## src/rtl/core/brb_pkg.sv

```systemverilog
// ---------------------------------------------------------------------------
// brb_pkg
// Types and codes shared by the byte ring buffer modules.
// ---------------------------------------------------------------------------
package brb_pkg;

    // Request kinds
    localparam logic [1:0] REQ_PUSH = 2'd0;
    localparam logic [1:0] REQ_POP  = 2'd1;
    localparam logic [1:0] REQ_PEEK = 2'd2;

    // Response status codes
    localparam logic [1:0] ST_OK      = 2'd0;
    localparam logic [1:0] ST_DROPPED = 2'd1;
    localparam logic [1:0] ST_CLEARED = 2'd2;
    localparam logic [1:0] ST_EMPTY   = 2'd3;

    // Register indexes
    localparam logic REG_CAPACITY = 1'b0;
    localparam logic REG_CLEAR    = 1'b1;

    localparam int CAP_W   = 9;
    localparam int PADDR_W = 3;

    // Request word
    typedef struct packed {
        logic [1:0] req_type;
        logic [7:0] write_data;
        logic [7:0] peek_offset;
    } brb_req_t;

    // Response word
    typedef struct packed {
        logic [1:0] status;
        logic [7:0] read_data;
        logic [7:0] occupancy;
    } brb_rsp_t;

    // Configuration seen by the ring control
    typedef struct packed {
        logic [CAP_W-1:0] capacity;
        logic             clear_on_full;
        logic             cap_write;
    } brb_cfg_t;

    // Per-request result carried down the pipe beside the RAM read
    typedef struct packed {
        logic [1:0] status;
        logic [7:0] occupancy;
        logic       is_read;
    } brb_info_t;

endpackage

```

## src/rtl/core/brb_cfg_regs.sv

```systemverilog
// ---------------------------------------------------------------------------
// brb_cfg_regs
// APB register file: ring capacity and full-push policy.
// ---------------------------------------------------------------------------
module brb_cfg_regs
    import brb_pkg::*;
#(
    parameter int CAP_RESET = 256
)
(
    input  logic               clk,
    input  logic               rst_n,
    input  logic               psel,
    input  logic               penable,
    input  logic               pwrite,
    input  logic [PADDR_W-1:0] paddr,
    input  logic [31:0]        pwdata,
    output logic [31:0]        prdata,
    output logic               pready,
    output brb_cfg_t           cfg
);

    logic [CAP_W-1:0] capacity_reg;
    logic             clear_reg;
    logic             wr_en;

    assign pready = 1'b1;
    assign wr_en  = psel && penable && pwrite;

    // Register writes
    always_ff @(posedge clk or negedge rst_n)
    begin
        if (!rst_n)
        begin
            capacity_reg <= CAP_W'(CAP_RESET);
            clear_reg    <= 1'b0;
        end
        else if (wr_en)
        begin
            if (paddr[2] == REG_CAPACITY)
                capacity_reg <= pwdata[CAP_W-1:0];
            else
                clear_reg <= pwdata[0];
        end
    end

    // Read mux
    always_comb
    begin
        if (paddr[2] == REG_CLEAR)
            prdata = {31'd0, clear_reg};
        else
            prdata = {{(32-CAP_W){1'b0}}, capacity_reg};
    end

    assign cfg.capacity      = capacity_reg;
    assign cfg.clear_on_full = clear_reg;
    assign cfg.cap_write     = wr_en && (paddr[2] == REG_CAPACITY);

endmodule

```

## src/rtl/core/brb_ram.sv

```systemverilog
// ---------------------------------------------------------------------------
// brb_ram
// Byte store: one write port, one read port with registered read data.
// ---------------------------------------------------------------------------
module brb_ram
#(
    parameter int DEPTH = 256,
    parameter int AW    = 8
)
(
    input  logic          clk,
    input  logic          we,
    input  logic [AW-1:0] waddr,
    input  logic [7:0]    wdata,
    input  logic          re,
    input  logic [AW-1:0] raddr,
    output logic [7:0]    rdata
);

    logic [7:0] mem [DEPTH];

    // Write port
    always_ff @(posedge clk)
    begin
        if (we)
            mem[waddr] <= wdata;
    end

    // Read port, held while no read is issued
    always_ff @(posedge clk)
    begin
        if (re)
            rdata <= mem[raddr];
    end

endmodule

```

## src/rtl/core/brb_ring_ctrl.sv

```systemverilog
// ---------------------------------------------------------------------------
// brb_ring_ctrl
// Head/tail pointers, request decode and RAM access generation.
// ---------------------------------------------------------------------------
module brb_ring_ctrl
    import brb_pkg::*;
#(
    parameter int MAX_SLOTS = 256,
    parameter int IDX_W     = 8,
    parameter int CW        = 9
)
(
    input  logic             clk,
    input  logic             rst_n,
    input  brb_cfg_t         cfg,
    input  logic             accept,
    input  brb_req_t         req,
    output logic             mem_we,
    output logic [IDX_W-1:0] mem_waddr,
    output logic             mem_re,
    output logic [IDX_W-1:0] mem_raddr,
    output brb_info_t        info
);

    // peek sum width: index plus 8-bit offset, one carry bit
    localparam int SW = ((CW > 8) ? CW : 8) + 1;

    logic [IDX_W-1:0] head_reg, head_next;
    logic [IDX_W-1:0] tail_reg, tail_next;
    logic [CW-1:0]    size;
    logic [CW-1:0]    head_w, tail_w;
    logic [CW-1:0]    head_inc, tail_inc;
    logic [CW-1:0]    count, count_after;
    logic             full, empty, peek_hit;
    logic [SW-1:0]    peek_sum;
    logic [SW-1:0]    peek_addr;

    // Clamp the programmed capacity into the supported range
    always_comb
    begin
        if (32'(cfg.capacity) < 32'd2)
            size = CW'(2);
        else if (32'(cfg.capacity) > 32'(MAX_SLOTS))
            size = CW'(MAX_SLOTS);
        else
            size = CW'(cfg.capacity);
    end

    assign head_w = CW'(head_reg);
    assign tail_w = CW'(tail_reg);

    // Stored count and wrap-around increments
    assign count    = (tail_w >= head_w) ? (tail_w - head_w) : (tail_w + size - head_w);
    assign full     = (count == size - CW'(1));
    assign empty    = (count == '0);
    assign head_inc = (head_w + CW'(1) == size) ? '0 : head_w + CW'(1);
    assign tail_inc = (tail_w + CW'(1) == size) ? '0 : tail_w + CW'(1);

    // Peek address: head + offset stays below twice the size when in range
    assign peek_hit  = 32'(req.peek_offset) < 32'(count);
    assign peek_sum  = SW'(head_w) + SW'(req.peek_offset);
    assign peek_addr = (peek_sum >= SW'(size)) ? peek_sum - SW'(size) : peek_sum;

    assign mem_waddr = tail_reg;

    // Request decode
    always_comb
    begin
        head_next    = head_reg;
        tail_next    = tail_reg;
        mem_we       = 1'b0;
        mem_re       = 1'b0;
        mem_raddr    = head_reg;
        info.status  = ST_OK;
        info.is_read = 1'b0;
        count_after  = count;
        case (req.req_type)
            REQ_PUSH:
            begin
                if (full)
                begin
                    if (cfg.clear_on_full)
                    begin
                        head_next   = '0;
                        tail_next   = '0;
                        count_after = '0;
                        info.status = ST_CLEARED;
                    end
                    else
                        info.status = ST_DROPPED;
                end
                else
                begin
                    mem_we      = accept;
                    tail_next   = IDX_W'(tail_inc);
                    count_after = count + CW'(1);
                end
            end
            REQ_POP:
            begin
                if (empty)
                    info.status = ST_EMPTY;
                else
                begin
                    mem_re       = accept;
                    info.is_read = 1'b1;
                    head_next    = IDX_W'(head_inc);
                    count_after  = count - CW'(1);
                end
            end
            REQ_PEEK:
            begin
                if (peek_hit)
                begin
                    mem_re       = accept;
                    mem_raddr    = IDX_W'(peek_addr);
                    info.is_read = 1'b1;
                end
                else
                    info.status = ST_EMPTY;
            end
            default:
            begin
                // unknown kind: no change, ok status
            end
        endcase
        info.occupancy = (32'(count_after) > 32'd255) ? 8'hFF : 8'(count_after);
    end

    // Pointer registers; a capacity write empties the ring
    always_ff @(posedge clk or negedge rst_n)
    begin
        if (!rst_n)
        begin
            head_reg <= '0;
            tail_reg <= '0;
        end
        else if (cfg.cap_write)
        begin
            head_reg <= '0;
            tail_reg <= '0;
        end
        else if (accept)
        begin
            head_reg <= head_next;
            tail_reg <= tail_next;
        end
    end

endmodule

```

## src/rtl/core/byte_ring_buffer_unit.sv

```systemverilog
// ---------------------------------------------------------------------------
// byte_ring_buffer_unit
// Byte ring buffer with push, pop and peek requests and an APB config port.
// ---------------------------------------------------------------------------
//  channel   | direction | handshake            | word
//  ----------+-----------+----------------------+-----------------------------
//  req       | in        | req_valid/req_ready  | req_type, write_data, peek_offset
//  rsp       | out       | rsp_valid/rsp_ready  | status, read_data, occupancy
//  apb       | in        | psel/penable/pready  | paddr, pwdata, prdata
//
//  One request per clock while req_ready is high; each accepted word's
//  response passes the RAM read register, then the output register.
//  Pointers update at accept, so back-to-back requests see prior effects.
//  A stalled rsp holds; one more result waits in the RAM stage before
//  req_ready drops.
//  Reset empties the ring; the byte store itself is not cleared.
// ---------------------------------------------------------------------------
module byte_ring_buffer_unit
    import brb_pkg::*;
#(
    parameter int MAX_SLOTS = 256
)
(
    input  logic               clk,
    input  logic               rst_n,
    input  logic               req_valid,
    output logic               req_ready,
    input  brb_req_t           req,
    output logic               rsp_valid,
    input  logic               rsp_ready,
    output brb_rsp_t           rsp,
    input  logic               psel,
    input  logic               penable,
    input  logic               pwrite,
    input  logic [PADDR_W-1:0] paddr,
    input  logic [31:0]        pwdata,
    output logic [31:0]        prdata,
    output logic               pready
);

    localparam int IDX_W     = (MAX_SLOTS > 2) ? $clog2(MAX_SLOTS) : 1;
    localparam int CW        = $clog2(MAX_SLOTS + 1);
    localparam int CAP_RESET = (MAX_SLOTS > 511) ? 511 : MAX_SLOTS;

    brb_cfg_t         cfg;
    brb_info_t        info;
    brb_info_t        s1_info_reg;
    logic             s1_valid_reg;
    logic             out_valid_reg;
    brb_rsp_t         out_rsp_reg;
    logic             in_accept;
    logic             s1_adv;
    logic             mem_we, mem_re;
    logic [IDX_W-1:0] mem_waddr, mem_raddr;
    logic [7:0]       mem_rdata;

    brb_cfg_regs #(
        .CAP_RESET (CAP_RESET)
    ) u_cfg (
        .clk     (clk),
        .rst_n   (rst_n),
        .psel    (psel),
        .penable (penable),
        .pwrite  (pwrite),
        .paddr   (paddr),
        .pwdata  (pwdata),
        .prdata  (prdata),
        .pready  (pready),
        .cfg     (cfg)
    );

    brb_ring_ctrl #(
        .MAX_SLOTS (MAX_SLOTS),
        .IDX_W     (IDX_W),
        .CW        (CW)
    ) u_ctrl (
        .clk       (clk),
        .rst_n     (rst_n),
        .cfg       (cfg),
        .accept    (in_accept),
        .req       (req),
        .mem_we    (mem_we),
        .mem_waddr (mem_waddr),
        .mem_re    (mem_re),
        .mem_raddr (mem_raddr),
        .info      (info)
    );

    brb_ram #(
        .DEPTH (MAX_SLOTS),
        .AW    (IDX_W)
    ) u_ram (
        .clk   (clk),
        .we    (mem_we),
        .waddr (mem_waddr),
        .wdata (req.write_data),
        .re    (mem_re),
        .raddr (mem_raddr),
        .rdata (mem_rdata)
    );

    // Pipe control
    assign s1_adv    = s1_valid_reg && (!out_valid_reg || rsp_ready);
    assign req_ready = !s1_valid_reg || s1_adv;
    assign in_accept = req_valid && req_ready;

    // RAM stage: side info beside the registered read data
    always_ff @(posedge clk or negedge rst_n)
    begin
        if (!rst_n)
            s1_valid_reg <= 1'b0;
        else if (in_accept)
            s1_valid_reg <= 1'b1;
        else if (s1_adv)
            s1_valid_reg <= 1'b0;
    end

    always_ff @(posedge clk)
    begin
        if (in_accept)
            s1_info_reg <= info;
    end

    // Output register
    always_ff @(posedge clk or negedge rst_n)
    begin
        if (!rst_n)
            out_valid_reg <= 1'b0;
        else if (s1_adv)
            out_valid_reg <= 1'b1;
        else if (rsp_ready)
            out_valid_reg <= 1'b0;
    end

    always_ff @(posedge clk)
    begin
        if (s1_adv)
        begin
            out_rsp_reg.status    <= s1_info_reg.status;
            out_rsp_reg.occupancy <= s1_info_reg.occupancy;
            out_rsp_reg.read_data <= s1_info_reg.is_read ? mem_rdata : 8'd0;
        end
    end

    assign rsp_valid = out_valid_reg;
    assign rsp       = out_rsp_reg;

endmodule

```

## config.mk

```make
export PLATFORM = sky130hd
export DESIGN_NAME = byte_ring_buffer_unit
export DESIGN_NICKNAME = d
export VERILOG_FILES = /design/src/rtl/core/brb_pkg.sv /design/src/rtl/core/brb_cfg_regs.sv /design/src/rtl/core/brb_ram.sv /design/src/rtl/core/brb_ring_ctrl.sv /design/src/rtl/core/byte_ring_buffer_unit.sv
export SDC_FILE = /design/constraint.sdc
export NUM_CORES = 2
export LEC_CHECK = 0
export ABC_AREA = 1
export BUFFER_PORTS_ARGS = -buffer_cell sky130_fd_sc_hd__clkbuf_2
export CELL_PAD_IN_SITES_DETAIL_PLACEMENT = 0
export CELL_PAD_IN_SITES_GLOBAL_PLACEMENT = 1
export CORE_UTILIZATION = 52
export CTS_BUF_LIST = sky130_fd_sc_hd__clkbuf_16
export DETAILED_ROUTE_END_ITERATION = 16
export GPL_TIMING_DRIVEN = 1
export PLACE_DENSITY_LB_ADDON = 0.3
export SLEW_MARGIN = 5
export SYNTH_ARGS = -nofsm -noshare
export SYNTH_HDL_FRONTEND = slang
export SYNTH_SLANG_ARGS = --single-unit
```

## constraint.sdc

```tcl
create_clock -name clk -period 11.8 [get_ports clk]
set_clock_uncertainty 0.2 [all_clocks]
set_input_delay 0.59 -clock clk [delete_from_list [all_inputs] [get_ports clk]]
set_output_delay 0.59 -clock clk [all_outputs]
set_load 0.02 [all_outputs]
```

==> results.py <==
metrics = {
    "status": {
        "status": "finished, violations left",
        "violations_in_the_final_reports": "negative hold slack",
    },
    "cells_and_area": {
        "largest_register_ffs": 2048,
        "syn2layout_area_growth_pct": 8.899,
        "finalInstanceArea_sq_um": 103100,
        "stdcell_count": 11690,
        "fillerInstances": 15080,
        "fin_nets": 9275,
        "final_common_cell": "sky130_fd_sc_hd__nand2_1",
        "layout-drive-gt1-share": 0.05216,
        "final_cell_mix": "sky130_fd_sc_hd__nand2_1 (2968), sky130_fd_sc_hd__edfxtp_1 (2085), sky130_fd_sc_hd__nand3_1 (1583), sky130_fd_sc_hd__inv_1 (1315), sky130_fd_sc_hd__nor2_1 (330)",
    },
    "hold_path": {
        "hold_path_startpoint": "req[15]",
        "hold_path_class": "primary input to register",
        "hold-path-cell-count": 1,
        "hold_path_end": "u_ram.mem[63][7]",
    },
    "drt": {
        "wl_per_cell_um": 21.55,
        "remaining_drc_errors": 0,
        "detailed_router_s_first_iteration_violation_count": 7121,
        "dr.pass1.iters": 6,
        "routed-via-count": 63890,
        "drt_wl_total_um": 251900,
        "detail_route.vias_per_cell": 5.466,
        "ant_nets": 0,
    },
    "global_routing": {
        "grtUsageTotal": 0.2724,
        "grt_first_pass_wirelength_um": 376600,
        "via_count_of_the_first_global_routing_pass": 61050,
        "initial_antenna_violation_count": 9,
        "overflow": 0,
        "pin_count_of_the_biggest_net_entering_global_routing": 185,
    },
    "logic_synthesis": {
        "yosys_register_bits": 2113,
        "synthCells": 9263,
        "ys_types": 58,
        "synth-warning-count": 0,
        "ys_async_sr_fraction": 0.01325,
        "post_synth_instance_area_sq_um": 94680,
        "synthesized_area_per_cell_sq_um": 10.22,
        "dominantRegCellSynth": "sky130_fd_sc_hd__edfxtp_1",
        "synth_sequential_area_ratio": 0.6687,
        "synth-edff-count": 2085,
    },
    "worst_setup_path": {
        "worst_r2r_startpoint": "u_cfg.capacity_reg[6]",
        "timing.rr.end": "u_ram.rdata[7]",
        "cp_class": "register to register",
        "crit_arrival_ns": 8.97,
        "critPathSlowestCell": "sky130_fd_sc_hd__fa_1",
        "worst_ep_required_time_ns": 12.32,
        "max_stage_delay_ns": 0.55,
        "startpoint_type": "register",
        "worst_path_max_fanout": 158,
        "timing.critical_path.mode_cell": "sky130_fd_sc_hd__nand3_1",
        "ff2ff_setup_slack_ns": 3.35,
        "setup.worst_path.end_class": "register",
        "ff2ff_path_depth": 38,
    },
    "die": {
        "die_w_um": 428.7,
        "fp.dieArea_sq_um": 183800,
        "core_sq_um": 180700,
        "starting_density_of_the_core": 0.5239,
        "die-height_um": 428.7,
        "floorplan.io_pins": 113,
        "core.rowCount": 156,
    },
    "sta": {
        "slew_at_the_pin_with_the_worst_max_slew_slack_ns": 1.222,
        "holdWs_ns": -0.009653,
        "slew_headroom": 0.1826,
        "rsz0062_at_grt": "no",
        "finalSetupViolations": 0,
        "total_neg_setup_slack_ns": 0,
        "highest_clock_frequency_the_design_can_meet_mhz": 118.3,
        "final_hold_viol_count": 2,
        "final.setup.worst_slack_ns": 3.349,
        "final_max_tran_viols": 0,
        "period_share": 0.7162,
        "min_period_ns": 8.451,
    },
    "power_and_ir_drop": {
        "ir_worst_vdd_uv": 266.0,
        "p_total_w": 0.02510,
        "power.density_cell_area_nw_per_um2": 243.4,
        "standby_leakage_power_nw": 41.69,
    },
    "clock_network": {
        "cts_tree": "done",
        "cts_setup_buffers": 0,
        "cts.root.buffer_cell": "sky130_fd_sc_hd__clkbuf_16",
        "largest_buffer_count_on_any_clock_path": 3,
        "path_clk_slew_ns": 0.06,
        "cts_h_tree_depth": 4,
        "tritoncts_num_sinks": 2113,
        "clk-insertion-delay-late_ns": 0.88,
        "cts_bufs_inserted": 213,
    },
    "flow_run": {
        "drv_cap": 0,
    },
    "placed_design": {
        "gp_congestion": 0.8680,
        "place_hpwl_um": 140000,
        "post-place-ws_ns": 3.553,
        "dpl-instance-area_sq_um": 96370,
        "placed_cells_incl_taps": 11290,
        "place.port_buffers": 63,
    },
}
## report_power, final
group	leakage, nW	internal [W]	switching, W
registers	19.1	0.00834	0.0000609
logic	19.2	0.00274	0.00757
clock network	3.35	0.00353	0.00285
## stage by stage
step	utilization	hold slack, ns
floorplan	-	0.09441
global route	0.5705	0.03707
CTS	0.5705	0.006708
global placement	0.5332	0.2056
detailed placement	0.5332	0.2051
finish	0.5705	-0.009653
## synth_stat cells, drive strengths merged, types with 14 or more instances
cell / instances / area [sq um]
o21ai: 187 / 962.2
nand3: 1604 / 8100
nor3: 14 / 80.08
clkbuf: 57 / 214.0
o211ai: 16 / 125.1
dfrtp: 27 / 675.7
edfxtp: 2085 / 62610
nand2: 2988 / 11270
nor2: 334 / 1274
inv: 1279 / 4803
nand4: 14 / 115.1
a21oi: 39 / 202.7
buf: 453 / 2559
xor2: 42 / 367.9
ha: 51 / 638.1
## final cells by class
cell class | count | area (sq um) | share of cell area
well taps | 2370 | 2965 | 0.02876
clock inverters | 164 | 1131 | 0.01097
diodes | 1 | 2.502 | 0.00002427
multi-input cells | 5378 | 24020 | 0.2330
flip-flops and latches | 2113 | 63310 | 0.6140
repair buffers | 163 | 1464 | 0.01420
inverters | 1284 | 4832 | 0.04686
clock buffers | 215 | 5380 | 0.05218
## critical path, delay by kind of cell, from the launching register on
family | cells | cell delay, ns
AOI/OAI and AO/OA | 3 | 0.69
xor gates and xnor gates | 1 | 0.16
adders and majority gates | 3 | 1.22
buffers and inverters | 8 | 1.55
DFF | 1 | 0.36
and+or+nand+nor | 23 | 3.59
## worst max-delay path by stage
stage                endpoint  slack (ns)                  start
2_1_floorplan  u_ram.rdata[4]        6.50  u_cfg.capacity_reg[8]
5_1_grt        u_ram.rdata[5]        2.98  u_cfg.capacity_reg[1]
4_1_cts        u_ram.rdata[2]        3.53  u_cfg.capacity_reg[6]
3_5_place_dp   u_ram.rdata[2]        3.55  u_cfg.capacity_reg[6]
3_3_place_gp   u_ram.rdata[1]        3.62  u_cfg.capacity_reg[6]
6_report       u_ram.rdata[7]        3.35  u_cfg.capacity_reg[6]
## per-layer routing
metal,track usage,vias up,routed length (um)
li1,-,30180,-
met1,0.3745,30800,104200
met2,0.4359,2471,118100
met3,0.04377,434,20170
met4,0.1062,2,9336
met5,0,-,13
## kinds of logic (layout without fill, tap and decap cells)
group | after synthesis | count (layout) | share of synthesized area
adders and majority gates | 62 | 62 | 0.009065
AOI/OAI and AO/OA | 264 | 264 | 0.01546
and+or+nand+nor | 4976 | 4976 | 0.2217
buffers and inverters | 1794 | 1826 | 0.08021
DFF | 2113 | 2113 | 0.6687
other | 2 | 25 | 0.00007932
xor gates and xnor gates | 51 | 51 | 0.004718
muxes | 1 | 1 | 0.0001057
## repair_timing
action,4_1_cts,5_1_grt
hold buffers,22,0
endpoints found under the hold margin,130,0
gates resized for setup,0,0
(Power assumes the default switching activity.)
